`src/acnd_pkg.sv`:
```
`timescale 1ns / 1ps

package acnd_pkg;

  // Frame store geometry
  localparam int MAX_SAMPLES = 4096;
  localparam int SAMPLE_W    = 16;
  localparam int ADDR_W      = $clog2(MAX_SAMPLES);
  localparam int CNT_W       = $clog2(MAX_SAMPLES + 1);

  // Key and lag table
  localparam int KEY_W     = 6;
  localparam int KEY_COUNT = 26;
  localparam int FIRST_KEY = 27;
  localparam int KIDX_W    = 5;
  localparam int LAG_W     = 9;
  localparam int J_W       = (CNT_W > LAG_W) ? CNT_W : LAG_W;

  // Arithmetic widths
  localparam int PROD_W   = 2 * SAMPLE_W;
  localparam int ACC_W    = PROD_W + ADDR_W;
  localparam int THR_W    = 16;
  localparam int SCALE_SH = 15;
  localparam int BEST_W   = ACC_W + THR_W;
  localparam int SPLIT    = ACC_W / 2;
  localparam int HI_W     = ACC_W - SPLIT;

  localparam logic signed [THR_W-1:0] THR_RESET = 16'sd16384;

  typedef logic [CNT_W-1:0] frame_len_t;

  // Write beat from the loader into the frame store
  typedef struct packed {
    logic                       en;
    logic [ADDR_W-1:0]          addr;
    logic signed [SAMPLE_W-1:0] data;
  } mem_wr_t;

  // Engine status seen by the loader
  typedef struct packed {
    logic busy;
  } eng_status_t;

  typedef enum logic [2:0] {
    B_IDLE,
    B_REDUCE,
    B_RUN,
    B_DRAIN,
    B_EVAL,
    B_SCALE1,
    B_SCALE2,
    B_OUT
  } back_state_t;

  // Period in samples at 44.1 kHz for keys 27 upwards
  function automatic logic [LAG_W-1:0] lag_of(input logic [KIDX_W-1:0] k);
    logic [LAG_W-1:0] lag;
    case (k)
      5'd0:    lag = 9'd357;
      5'd1:    lag = 9'd337;
      5'd2:    lag = 9'd318;
      5'd3:    lag = 9'd300;
      5'd4:    lag = 9'd283;
      5'd5:    lag = 9'd268;
      5'd6:    lag = 9'd253;
      5'd7:    lag = 9'd238;
      5'd8:    lag = 9'd225;
      5'd9:    lag = 9'd212;
      5'd10:   lag = 9'd200;
      5'd11:   lag = 9'd189;
      5'd12:   lag = 9'd179;
      5'd13:   lag = 9'd169;
      5'd14:   lag = 9'd159;
      5'd15:   lag = 9'd150;
      5'd16:   lag = 9'd142;
      5'd17:   lag = 9'd134;
      5'd18:   lag = 9'd126;
      5'd19:   lag = 9'd119;
      5'd20:   lag = 9'd113;
      5'd21:   lag = 9'd106;
      5'd22:   lag = 9'd100;
      5'd23:   lag = 9'd95;
      5'd24:   lag = 9'd89;
      5'd25:   lag = 9'd84;
      default: lag = '0;
    endcase
    return lag;
  endfunction

endpackage

```
`src/acnd_queue.sv`:
```
`timescale 1ns / 1ps

module acnd_queue (
  input  logic                 clk,
  input  logic                 rst,
  input  logic                 push,
  input  acnd_pkg::frame_len_t push_data,
  input  logic                 pop,
  output logic                 nonempty,
  output logic                 full,
  output acnd_pkg::frame_len_t head
);
  import acnd_pkg::*;

  frame_len_t  slots [2];
  logic        wr_ptr;
  logic        rd_ptr;
  logic [1:0]  fill;
  logic        do_push;
  logic        do_pop;

  assign nonempty = fill != 2'd0;
  assign full     = fill == 2'd2;
  assign head     = slots[rd_ptr];
  assign do_push  = push && !full;
  assign do_pop   = pop && nonempty;

  // Store the pushed frame length
  always_ff @(posedge clk) begin
    if (do_push) begin
      slots[wr_ptr] <= push_data;
    end
  end

  // Advance pointers and fill level
  always_ff @(posedge clk) begin
    if (rst) begin
      wr_ptr <= 1'b0;
      rd_ptr <= 1'b0;
      fill   <= 2'd0;
    end else begin
      if (do_push) begin
        wr_ptr <= !wr_ptr;
      end
      if (do_pop) begin
        rd_ptr <= !rd_ptr;
      end
      if (do_push && !do_pop) begin
        fill <= fill + 2'd1;
      end else if (do_pop && !do_push) begin
        fill <= fill - 2'd1;
      end
    end
  end

endmodule

```
`config.mk`:
```
export PLATFORM = sky130hd
export DESIGN_NAME = acnd_queue
export DESIGN_NICKNAME = d
export VERILOG_FILES = /design/src/acnd_pkg.sv /design/src/acnd_queue.sv
export SDC_FILE = /design/constraint.sdc
export NUM_CORES = 1
export LEC_CHECK = 0
export BUFFER_PORTS_ARGS = -buffer_cell sky130_fd_sc_hd__buf_2
export CAP_MARGIN = 20
export CORE_UTILIZATION = 45
export DETAILED_ROUTE_END_ITERATION = 8
export GPL_TIMING_DRIVEN = 0
export PLACE_DENSITY = 0.77
export REMOVE_ABC_BUFFERS = 1
export SYNTH_ARGS = -nofsm -noshare
export SYNTH_HDL_FRONTEND = slang
export SYNTH_SLANG_ARGS = --single-unit
```
`constraint.sdc`:
```
create_clock -name clk -period 2.1 [get_ports clk]
set_input_delay 0 -clock clk [delete_from_list [all_inputs] [get_ports clk]]
set_output_delay 0 -clock clk [all_outputs]
set_load 0.05 [all_outputs]
```
==> flow_summary.yaml <==
floorplanning:
  die_y_um: 52.61
  dieArea_um2: 2767
  start_util: 0.4970
  rows: 17
  boundaryPins: 32
  die_w_um: 52.61
  core-area_um2: 2318
worst_setup_path:
  cp.arrival_ns: 1.64
  crit_fanout: 13
  cp-start-kind: "flip-flop"
  setup.worst_path.end_class: "primary output"
  critical_path_class: "reg2out"
  cp.required_ns: 2.10
grt:
  gr-total-overflow: 0
  grt_usage: 0.1780
  grt_pass1_wl_um: 3194
  grt_max_degree: 14
  grt_antenna_before_repair: 0
  grt_pass1_vias: 695
timing:
  setup_violations: 0
  fin_crit_ns: 1.637
  tightest_slew_ns: 0.6191
  timing.fmax_ghz: 0.6108
  setup_tns_ns: 0
  slew_viol_final: 0
  finalHoldViolCount: 0
  clock_skew_ns: 0.008898
  period_share: 0.7797
  timing.slew.headroom: 0.5873
  rsz0062_at_grt: "no"
  setup_ws_ns: 0.4627
synthesis:
  synth_area_per_cell_um2: 17.73
  synth_warnings: 0
  synth-simple-area-share: 0.04235
  muxShareOfSynthArea: 0.1270
  synthCells: 65
  synthXorXnorAreaFrac: 0.02280
  yosys.cell_types.count: 14
  synth_top_family_by_area: "multiplexers"
  yosysSeqAreaShare: 0.7644
  synth_compound_area_frac: 0.02172
  syn_area_um2: 1152
  synthAdderAreaFrac: 0.01086
  ys_ff_latch: 31
cts:
  cts_resized: 0
  cts_made_buffers: 5
  cts_sinks: 31
  insertion_delay_ns: 0.32
  ctsRootBufferMaster: "clkbuf_4"
  cts_buffer_depth: 2
  clk_pin_slew_ns: 0.09
  tritoncts: "yes"
  cts-htree-levels: 2
final_layout:
  n_antenna_cell: 0
  fill_cells: 195
  utilization: 0.6589
  nets: 134
  drive_gt1_frac: 0.4444
  area_delta_synth_final_pct: 32.57
drt:
  wl_per_cell_um: 13.98
  via_count: 712
  drc_errors: 0
  drt-pass1-iter-count: 4
  ant_nets: 0
  drt_wl_total_um: 2027
  vias_per_cell: 4.910
  drt_iter0_drc: 11
place:
  portBuffers: 31
  place.gp.congestion: 0.5881
  dp_worst_setup_slack_ns: 0.4940
power:
  ir_drop_mv: 0.9299
  p_leak_nw: 0.6052
  totalPowerFinal_mw: 1.945
  power.density_nw_per_um2: 1273
job:
  cap_violations: 0
worst_hold_path:
  hp-class: "in2reg"
status:
  status: "finished, final reports clean"
## synth_stat cells
cell,count,area share
edfxtp_1,26,0.68
mux2_2,13,0.13
dfxtp_1,5,0.087
nor2_1,4,0.013
o21ai_0,3,0.013
xor2_1,3,0.023
a21oi_1,2,0.0087
inv_1,2,0.0065
or3_1,2,0.011
and2_1,1,0.0054
buf_2,1,0.0043
ha_1,1,0.011
nor2b_2,1,0.0076
or2_2,1,0.0054
## cell type report
type,count,area [um2],share of cell area
Clock buffer,7,45.04,0.02948
Clock inverter,1,5.005,0.003276
Inverter,2,7.507,0.004914
Multi-Input combinational cell,31,259.0,0.1695
Sequential cell,31,880.8,0.5766
Tap cell,28,35.03,0.02293
Timing Repair Buffer,45,295.3,0.1933
## where the power goes
part           internal, mW  total (mW)  switching [mW]  leakage, nW
Clock                 0.130       0.312           0.182       0.0293
Sequential            0.781       0.856          0.0747        0.284
Combinational         0.242       0.777           0.535        0.292
Total                  1.15        1.95           0.792        0.605
## worst max-delay path: stages (launching register included)
cell,delay [ns]
dfxtp_1,0.70
mux2_2,0.41
buf_2,0.21
## what timing repair did
action | 4_1_cts | 5_1_grt
endpoints found under the hold margin | 31 | 0
setup buffers | 0 | 0
hold buffers | 14 | 0
## state kept, by name, summed over array words and instances, names as in the netlist, named ones only
register	count
slots	26
rd_ptr	1
wr_ptr	1
fill	2
## cells by family after synthesis
kind of cell | after synthesis
compound gates | 5
mux | 13
simple gates | 9
flops | 31
fa+ha+maj | 1
xor+xnor | 3
buf+inv | 3
## per-stage QoR
step	hold slack [ns]	cells	area, um2
2_1_floorplan	0.06907	64	1147
3_3_place_gp	0.1880	123	1338
3_5_place_dp	0.1913	123	1338
4_1_cts	0.04556	145	1528
5_1_grt	0.08069	145	1528
6_report	0.05611	145	1528
## final timing paths
path	from	end	slack, ns	depth (start not counted)
setup / recovery	flip-flop	head[11]	0.46	2
setup reg to reg	fill[0]	slots[0][9]	0.47	3
hold reg to reg	wr_ptr	wr_ptr	0.50	2
hold / removal	push	wr_ptr	0.06	4
## metal layers
layer  global-route usage  routed length, um  up-vias
met1               0.1874                803      339
met5                    0                  0        -
li1                     -                  -      342
met4              0.07895                 31        0
met3              0.08986                148        4
met2               0.2954               1043       27
## cells in the final DEF, fill, tap and decap left out, types with 3 or more instances in the layout
cell type,Yosys,layout
nor2_1,4,4
edfxtp_1,26,26
clkbuf_4,0,5
mux2_2,13,13
buf_2,1,31
xor2_1,3,3
dlygate4sd3_1,0,14
dfxtp_1,5,5
o21ai_0,3,3
Note: power is estimated with default switching activity, not from simulation.
