`src/acnd_pkg.sv`:
```
`timescale 1ns / 1ps

package acnd_pkg;

  // Frame store geometry
  localparam int MAX_SAMPLES = 4096;
  localparam int SAMPLE_W    = 16;
  localparam int ADDR_W      = $clog2(MAX_SAMPLES);
  localparam int CNT_W       = $clog2(MAX_SAMPLES + 1);

  // Key and lag table
  localparam int KEY_W     = 6;
  localparam int KEY_COUNT = 26;
  localparam int FIRST_KEY = 27;
  localparam int KIDX_W    = 5;
  localparam int LAG_W     = 9;
  localparam int J_W       = (CNT_W > LAG_W) ? CNT_W : LAG_W;

  // Arithmetic widths
  localparam int PROD_W   = 2 * SAMPLE_W;
  localparam int ACC_W    = PROD_W + ADDR_W;
  localparam int THR_W    = 16;
  localparam int SCALE_SH = 15;
  localparam int BEST_W   = ACC_W + THR_W;
  localparam int SPLIT    = ACC_W / 2;
  localparam int HI_W     = ACC_W - SPLIT;

  localparam logic signed [THR_W-1:0] THR_RESET = 16'sd16384;

  typedef logic [CNT_W-1:0] frame_len_t;

  // Write beat from the loader into the frame store
  typedef struct packed {
    logic                       en;
    logic [ADDR_W-1:0]          addr;
    logic signed [SAMPLE_W-1:0] data;
  } mem_wr_t;

  // Engine status seen by the loader
  typedef struct packed {
    logic busy;
  } eng_status_t;

  typedef enum logic [2:0] {
    B_IDLE,
    B_REDUCE,
    B_RUN,
    B_DRAIN,
    B_EVAL,
    B_SCALE1,
    B_SCALE2,
    B_OUT
  } back_state_t;

  // Period in samples at 44.1 kHz for keys 27 upwards
  function automatic logic [LAG_W-1:0] lag_of(input logic [KIDX_W-1:0] k);
    logic [LAG_W-1:0] lag;
    case (k)
      5'd0:    lag = 9'd357;
      5'd1:    lag = 9'd337;
      5'd2:    lag = 9'd318;
      5'd3:    lag = 9'd300;
      5'd4:    lag = 9'd283;
      5'd5:    lag = 9'd268;
      5'd6:    lag = 9'd253;
      5'd7:    lag = 9'd238;
      5'd8:    lag = 9'd225;
      5'd9:    lag = 9'd212;
      5'd10:   lag = 9'd200;
      5'd11:   lag = 9'd189;
      5'd12:   lag = 9'd179;
      5'd13:   lag = 9'd169;
      5'd14:   lag = 9'd159;
      5'd15:   lag = 9'd150;
      5'd16:   lag = 9'd142;
      5'd17:   lag = 9'd134;
      5'd18:   lag = 9'd126;
      5'd19:   lag = 9'd119;
      5'd20:   lag = 9'd113;
      5'd21:   lag = 9'd106;
      5'd22:   lag = 9'd100;
      5'd23:   lag = 9'd95;
      5'd24:   lag = 9'd89;
      5'd25:   lag = 9'd84;
      default: lag = '0;
    endcase
    return lag;
  endfunction

endpackage

```
`src/acnd_ifs.sv`:
```
`timescale 1ns / 1ps

interface acnd_in_if;
  import acnd_pkg::*;
  logic                       valid;
  logic                       ready;
  logic signed [SAMPLE_W-1:0] sample;
  logic                       last_sample;
  modport source(output valid, sample, last_sample, input ready);
  modport sink(input valid, sample, last_sample, output ready);
endinterface


```
`src/acnd_front.sv`:
```
`timescale 1ns / 1ps

module acnd_front (
  input  logic                 clk,
  input  logic                 rst,
  acnd_in_if.sink              samples,
  input  acnd_pkg::eng_status_t status,
  input  logic                 q_nonempty,
  output acnd_pkg::mem_wr_t    wr,
  output logic                 q_push,
  output acnd_pkg::frame_len_t q_data
);
  import acnd_pkg::*;

  frame_len_t count;
  frame_len_t count_next;
  logic       accept;
  logic       room;

  // Hold the loader while a frame is queued or under analysis
  assign samples.ready = !status.busy && !q_nonempty;
  assign accept        = samples.valid && samples.ready;
  assign room          = count < CNT_W'(MAX_SAMPLES);

  // Write the beat into the frame store; drop it once the store is full
  assign wr.en   = accept && room;
  assign wr.addr = count[ADDR_W-1:0];
  assign wr.data = samples.sample;

  // Hand the finished frame length to the engine
  assign q_push = accept && samples.last_sample;
  assign q_data = room ? count + CNT_W'(1) : count;

  always_comb begin
    count_next = count;
    if (accept) begin
      if (samples.last_sample) begin
        count_next = '0;
      end else if (room) begin
        count_next = count + CNT_W'(1);
      end
    end
  end

  always_ff @(posedge clk) begin
    if (rst) begin
      count <= '0;
    end else begin
      count <= count_next;
    end
  end

endmodule

```
`src/flat_wrapper.sv`:
```
// flat-port wrapper written by rule: the top's interface ports become plain ports
module acnd_front_flat import acnd_pkg::*;
  (clk, rst, status, q_nonempty, wr, q_push, q_data, samples_valid, samples_sample, samples_last_sample, samples_ready);
  acnd_in_if samples_i ();
  input  logic clk;
  input  logic rst;
  input  acnd_pkg::eng_status_t status;
  input  logic q_nonempty;
  output acnd_pkg::mem_wr_t wr;
  output logic q_push;
  output acnd_pkg::frame_len_t q_data;
  input wire logic [$bits(samples_i.valid)-1:0] samples_valid;
  input wire logic [$bits(samples_i.sample)-1:0] samples_sample;
  input wire logic [$bits(samples_i.last_sample)-1:0] samples_last_sample;
  output wire logic [$bits(samples_i.ready)-1:0] samples_ready;
  assign samples_i.valid = samples_valid;
  assign samples_i.sample = samples_sample;
  assign samples_i.last_sample = samples_last_sample;
  assign samples_ready = samples_i.ready;
  acnd_front u_core (.clk(clk), .rst(rst), .samples(samples_i), .status(status), .q_nonempty(q_nonempty), .wr(wr), .q_push(q_push), .q_data(q_data));
endmodule
```
`config.mk`:
```
export PLATFORM = sky130hd
export DESIGN_NAME = acnd_front_flat
export DESIGN_NICKNAME = d
export VERILOG_FILES = /design/src/acnd_pkg.sv /design/src/acnd_ifs.sv /design/src/acnd_front.sv /design/src/flat_wrapper.sv
export SDC_FILE = /design/constraint.sdc
export NUM_CORES = 1
export LEC_CHECK = 0
export BUFFER_PORTS_ARGS = -buffer_cell sky130_fd_sc_hd__buf_2
export CORE_MARGIN = 2
export CORE_UTILIZATION = 38
export DETAILED_ROUTE_END_ITERATION = 10
export PLACE_DENSITY_LB_ADDON = 0.15
export RECOVER_POWER = 25
export SLEW_MARGIN = 5
export SYNTH_ARGS = -nofsm -noshare
export SYNTH_HDL_FRONTEND = slang
export SYNTH_SLANG_ARGS = --single-unit
export TNS_END_PERCENT = 30
```
`constraint.sdc`:
```
create_clock -name clk -period 1.95 [get_ports clk]
set_clock_uncertainty 0.2 [all_clocks]
set_input_delay 0.585 -clock clk [delete_from_list [all_inputs] [get_ports clk]]
set_output_delay 0.585 -clock clk [all_outputs]
set_load 0.005 [all_outputs]
```
==> impl_metrics.ini, run 1 <==
[outcome]
outcome = finished with violations
failing_checks = negative setup slack

[logic_synthesis]
synth_enable_flop_cells = 0
synthDominantCellAreaShare_pct = 24.62
synth.net_count = 154
synthesis.yosys.warnings = 0
yosys_register_bits = 13
synth_top_cell_by_area = sky130_fd_sc_hd__dfxtp_1
synth_top_cells_by_area = sky130_fd_sc_hd__dfxtp_1, sky130_fd_sc_hd__buf_4, sky130_fd_sc_hd__xnor2_1, sky130_fd_sc_hd__nand2_1, sky130_fd_sc_hd__a21oi_1
post_synth_instance_area_sq_um = 1057
yosys_most_used_dff = sky130_fd_sc_hd__dfxtp_1
synth_area_per_cell_sq_um = 8.071
async_flop_share_pct = 0
yosysUniqueCellTypes = 40
synth-seq-area-share_pct = 24.62
postSynthCellCount = 131

[finish]
n_antenna_cell = 0
postLayoutCoreUtil_pct = 49.58
num-nets-final = 188
top_regs = u_core.count x13
drive_gt1_share_pct = 54.27
largest_register = u_core.count
synthToLayoutAreaGrowth_pct = 27.10
finish.cell_count_without_fillers = 195
largest_register_ffs = 13
final_common_cell = sky130_fd_sc_hd__buf_2
final_cell_mix = sky130_fd_sc_hd__buf_2, sky130_fd_sc_hd__buf_4, sky130_fd_sc_hd__nand2_1, sky130_fd_sc_hd__a21oi_1, sky130_fd_sc_hd__dfxtp_1

[route]
drt_pre_antenna_iters = 4
met2WireLength_microns = 1274
routed_via_density = 5.077
routed-wl-met3_microns = 160
final_antenna_violating_net_count = 0
met1_layer_wirelength_in_the_final_routing_microns = 1109
totalWireLength_microns = 2561
drc = 0
drt_iter0_drc = 15
detail_route.wl_per_cell_microns = 13.13
dr.max_layer_used = met4
num_vias = 990

[placement]
place_hpwl_microns = 1973
placed_cells_incl_taps = 187
dpl_worst_slack_ns = -0.1526
portBuffers = 33
gp_congestion = 0.6917

[floorplanning]
std_cell_rows = 19
io_pins = 66
die_x_microns = 56.75
start_util_pct = 39.01
fp.coreArea_sq_um = 2710
dieArea_sq_um = 3220
die_h_microns = 56.75

[hold_path]
worstHoldStart = u_core.count[1]$_SDFFE_PP0N_
worst_hold_depth = 2
hold_path.class = reg2reg
hold_end = u_core.count[1]$_SDFFE_PP0N_

[critical_path]
worst_ep_required_time_ns = 1.16
regToRegStartpoint = u_core.count[0]$_SDFFE_PP0N_
worst_r2r_endpoint = u_core.count[10]$_SDFFE_PP0N_
worst-path-buf-inv = 1
start_kind = register
critical_path.slowest_cell = sky130_fd_sc_hd__dfxtp_2
crit_path_max_fanout = 3
crit_path_end_kind = primary output
cp_cell_sequence = and3b_2 > and4_4 > xor2_1 > buf_2
worstSetupPathDepth = 4
dominant_delay_contributor_by_cell_family_on_the_critical_path = simple AND/OR/NAND/NOR gates
setup.worst_path.class = reg2out
worst-r2r-cell-count = 7
critPathMaxStageDelay_ns = 0.34
worst-endpoint-arrival_ns = 1.44
ff_to_ff_setup_slack_ns = 0.12

[cts]
cts_tree = yes
root_buffer = sky130_fd_sc_hd__clkbuf_4
htree_levels = 1
clk_pin_slew_worst_paths_ns = 0.08
clk-insertion-delay-late_ns = 0.28
cts_hold_buf = 0
clock_sink_count = 13
tritoncts.num_buffers = 3
cts-root-to-sink-buffers = 2

[sta]
final-setup-viol-count = 15
finalCriticalPeriod_ns = 2.224
worst_pin_slew_ns = 0.2479
portion_of_the_clock_cycle_consumed_by_the_worst_path_in_the_final_layout_pct = 114.1
final_critical_path_setup_slack_ns = -0.2742
rsz0062_at_grt = yes
final_max_slew_viol_count = 0
hold_violations = 0
achievable-frequency_ghz = 0.4496
max-slew-margin-rel_pct = 83.24

[grt]
grt_start_max_net_pins = 14
via_count_of_the_first_global_routing_pass = 935
grt_overflow = 0
global_route.usage.total_pct = 16.96
grt_pass1_wl_microns = 4250
antenna_violations_before_repair = 0

[job]
timing.max_cap.violations = 0

[pwr]
power.density_cell_area_nw_per_um2 = 363.8
peakVddDrop_mv = 0.2664
leakage_nw = 0.6496
## what timing repair did
item,CTS,global route
resized for setup,19,1
pin swaps,9,6
endpoints found under the setup margin,15,15
buffers inserted,3,1
## cells in the mapped netlist, types with 2 or more instances
cell type and n:
sky130_fd_sc_hd__nand3_1 3, sky130_fd_sc_hd__inv_1 3, sky130_fd_sc_hd__nor2_1 9, sky130_fd_sc_hd__dfxtp_1 13, sky130_fd_sc_hd__a22oi_1 2, sky130_fd_sc_hd__and3_1 2, sky130_fd_sc_hd__buf_6 2, sky130_fd_sc_hd__buf_4 28
sky130_fd_sc_hd__o21ai_0 5, sky130_fd_sc_hd__a21oi_1 7, sky130_fd_sc_hd__nand2_1 10, sky130_fd_sc_hd__a31oi_1 2, sky130_fd_sc_hd__xnor2_1 7, sky130_fd_sc_hd__clkbuf_1 3, sky130_fd_sc_hd__xor2_1 4, sky130_fd_sc_hd__nand4_1 3
sky130_fd_sc_hd__or3_1 4, sky130_fd_sc_hd__nor2b_1 2
## worst max-delay path by stage
stage | from | to | slack, ns
after floorplan | q_nonempty | wr[28] | -0.06
after global placement | q_nonempty | wr[28] | -0.15
after detailed placement | q_nonempty | u_core.count[11]$_SDFFE_PP0N_ | -0.15
after CTS | u_core.count[1]$_SDFFE_PP0N_ | q_data[10] | -0.29
after global routing | u_core.count[0]$_SDFFE_PP0N_ | q_data[10] | -0.38
final | u_core.count[12]$_SDFFE_PP0N_ | q_data[5] | -0.27
## tightest hold or removal path, delay by kind of cell (launching register included)
kind	cells	cell delay (ns)
DFF	1	0.37
AOI/OAI and AO/OA	1	0.05
and+or+nand+nor	1	0.05
## metrics by stage
step / hold WS (ns) / TNS [ns] / total power, mW / area, sq um
after global placement: 0.2952 / -0.9371 / 0.3203 / 1220
after detailed placement: 0.2817 / -0.9758 / 0.3209 / 1220
final: 0.3055 / -2.732 / 0.4889 / 1344
after global routing: 0.3413 / -3.971 / 0.5183 / 1344
after CTS: 0.3089 / -2.950 / 0.5008 / 1329
after floorplan: 0.2746 / -0.05773 / 0.3235 / 1080
## per-layer routing
metal	vias to the layer above	track usage [%]
met2	32	29.24
met3	4	5.991
li1	500	-
met4	0	2.990
met1	454	20.51
met5	-	0
## layout make-up
| cell class | count | area [sq um] |
|---|---|---|
| timing repair buffer | 63 | 390.4 |
| clock buffer | 4 | 26.28 |
| tap | 31 | 38.79 |
| inverter | 3 | 11.26 |
| sequential | 13 | 272.8 |
| multi-input combinational | 81 | 604.3 |
| fill | 284 | 1366 |
## power by group
part / internal (mW) / switching (mW) / total (mW)
Sequential: 0.264 / 0.00110 / 0.265
Combinational: 0.0237 / 0.0275 / 0.0512
Clock: 0.0793 / 0.0937 / 0.173
## kinds of logic after synthesis
family                     synth area share (%)
and+or+nand+nor                           26.15
buffers and inverters                     24.61
AOI/OAI and AO/OA                         13.25
DFF                                       24.62
xor gates and xnor gates                  9.112
muxes                                     1.065
adders and majority gates                 1.183
No activity file was read; power rests on OpenSTA's default activity.
==> run 2, diff against run 1 <==
--- a/config.mk
+++ b/config.mk
@@ -7,7 +7,7 @@
 export LEC_CHECK = 0
 export BUFFER_PORTS_ARGS = -buffer_cell sky130_fd_sc_hd__buf_2
 export CORE_MARGIN = 2
-export CORE_UTILIZATION = 38
+export CORE_UTILIZATION = 46
 export DETAILED_ROUTE_END_ITERATION = 10
 export PLACE_DENSITY_LB_ADDON = 0.15
 export RECOVER_POWER = 25
==> constraint.sdc (replaced) <==
create_clock -name clk -period 2.67 [get_ports clk]
set_clock_uncertainty 0.2 [all_clocks]
set_input_delay 0.801 -clock clk [delete_from_list [all_inputs] [get_ports clk]]
set_output_delay 0.801 -clock clk [all_outputs]
set_load 0.005 [all_outputs]
==> run 2 against run 1 <==
Against the previous run: largest power group unchanged; die area is 16% lower; count of clock-buffer cells in the layout unchanged; first-iteration DRC count decreased by 27%; clock power shrank 27%; the flow now finishes without violations.
==> impl_metrics.ini, run 2 (same netlist as run 1, synthesis figures left out) <==
[finish]
final_common_cell = sky130_fd_sc_hd__buf_2
finish.cell_count_without_fillers = 167
top_regs = u_core.count x13
largest_register = u_core.count
largest_register_ffs = 13
drive_gt1_share_pct = 36.69
final_cell_mix = sky130_fd_sc_hd__buf_2, sky130_fd_sc_hd__nand2_1, sky130_fd_sc_hd__dfxtp_1, sky130_fd_sc_hd__nor2_1
synthToLayoutAreaGrowth_pct = 2.011
num-nets-final = 163
finish.instance_area_sq_um = 1079
n_antenna_cell = 0

[cts]
cts_setup_buffers = 0
clk-insertion-delay-late_ns = 0.28
htree_levels = 1
cts_hold_buf = 0
cts_tree = yes
root_buffer = sky130_fd_sc_hd__clkbuf_4
cts-resized-gates = 3
clock_sink_count = 13
tritoncts.num_buffers = 3
clk_pin_slew_worst_paths_ns = 0.08
cts-root-to-sink-buffers = 2

[pwr]
p_sw_share_pct = 24.80
leakage_nw = 0.4980
power.net_switching_mw = 0.08637
power.combinational.fraction_pct = 7.6
power.share.clock_pct = 36.4
flop_pwr_share_pct = 56.0
internal_mw = 0.2619
peakVddDrop_mv = 0.3426
power.density_cell_area_nw_per_um2 = 322.9

[sta]
portion_of_the_clock_cycle_consumed_by_the_worst_path_in_the_final_layout_pct = 95.44
achievable-frequency_ghz = 0.3924
final-setup-viol-count = 0
final_critical_path_setup_slack_ns = 0.1218
hold_slack_ns = 0.2979
worst_pin_slew_ns = 0.5668
final_max_slew_viol_count = 0
hold_violations = 0
max-slew-margin-rel_pct = 62.21
finalCriticalPeriod_ns = 2.548

[grt]
via_count_of_the_first_global_routing_pass = 823
grt_most_used_layer = met2
globalRouteMet1Util_pct = 21.09
antenna_violations_before_repair = 0
grt_pass1_wl_microns = 3650
global_route.usage.total_pct = 18.06
grt_overflow = 0
grt_start_max_net_pins = 14
globalRouteMet3Util_pct = 5.747
grtUsageMet2_pct = 31.22

[placement]
portBuffers = 33
place_area_sq_um = 1046
gp_congestion = 0.6983
place_hpwl_microns = 1666
dpl_worst_slack_ns = 0.1217
placed_cells_incl_taps = 163

[critical_path]
crit_path_max_fanout = 9
start_kind = register
crit_path_end_kind = primary output
startpoint = u_core.count[4]$_SDFFE_PP0N_
setup.worst_path.class = reg2out
worst_ep_required_time_ns = 1.67
regToRegStartpoint = u_core.count[0]$_SDFFE_PP0N_
worst-endpoint-arrival_ns = 1.55

[outcome]
outcome = completed

[route]
drt_iter0_drc = 11
drc = 0
detail_route.wl_per_cell_microns = 13.62
routed_via_density = 5.473
final_antenna_violating_net_count = 0
drt_pre_antenna_iters = 4
totalWireLength_microns = 2275
num_vias = 914

[floorplanning]
start_util_pct = 48.26
fp.coreArea_sq_um = 2191
die_h_microns = 51.94
die_x_microns = 51.94
io_pins = 66
std_cell_rows = 17
dieArea_sq_um = 2698

[hold_path]
hold_path.class = reg2reg
worstHoldStart = u_core.count[1]$_SDFFE_PP0N_

[job]
timing.max_cap.violations = 0
-- run 2: worst paths after layout --
| check | endpoint | slack [ns] | cells past startpoint |
|---|---|---|---|
| min reg2reg | u_core.count[1]$_SDFFE_PP0N_ | 0.30 | 2 |
| max reg2reg | u_core.count[10]$_SDFFE_PP0N_ | 0.93 | 5 |
| min | u_core.count[1]$_SDFFE_PP0N_ | 0.30 | 2 |
| max | q_data[11] | 0.12 | 5 |
-- run 2: layout make-up --
class | instances | area [sq um]
Clock buffer | 4 | 26.28
Timing Repair Buffer | 38 | 197.7
Tap cell | 28 | 35.03
Fill cell | 221 | 1112
Sequential cell | 13 | 264.0
Multi-Input combinational cell | 81 | 544.3
Inverter | 3 | 11.26
-- run 2: stage by stage --
stage / setup TNS (ns) / power (mW) / util (%)
finish: 0 / 0.3483 / 49.23
global placement: 0 / 0.2271 / 47.74
global route: -0.001097 / 0.3647 / 49.23
CTS: 0 / 0.3532 / 49.17
detailed placement: 0 / 0.2275 / 47.74
floorplan: 0 / 0.2340 / -
-- run 2: power by group through the flow --
stage,Combinational [mW],Clock [mW],Sequential (mW)
6_report,0.0264,0.127,0.195
5_1_grt,0.0302,0.139,0.195
4_1_cts,0.0279,0.130,0.195
3_5_place_dp,0.0278,0,0.200
3_3_place_gp,0.0274,0,0.200
2_1_floorplan,0.0345,0,0.199
-- run 2: worst max-delay path, cell delays in order (launching register included) --
cell and delay [ns]:
sky130_fd_sc_hd__dfxtp_1 0.41, sky130_fd_sc_hd__and4_4 0.33, sky130_fd_sc_hd__nand3_4 0.12, sky130_fd_sc_hd__nor2_1 0.15, sky130_fd_sc_hd__xor2_1 0.15, sky130_fd_sc_hd__buf_2 0.13
-- run 2: routing by layer --
| metal | routed length [microns] | share of wire, % |
|---|---|---|
| met1 | 954 | 42 |
| met3 | 151 | 6.6 |
| met4 | 19 | 0.84 |
| met2 | 1150 | 51 |
| met5 | 0 | 0 |
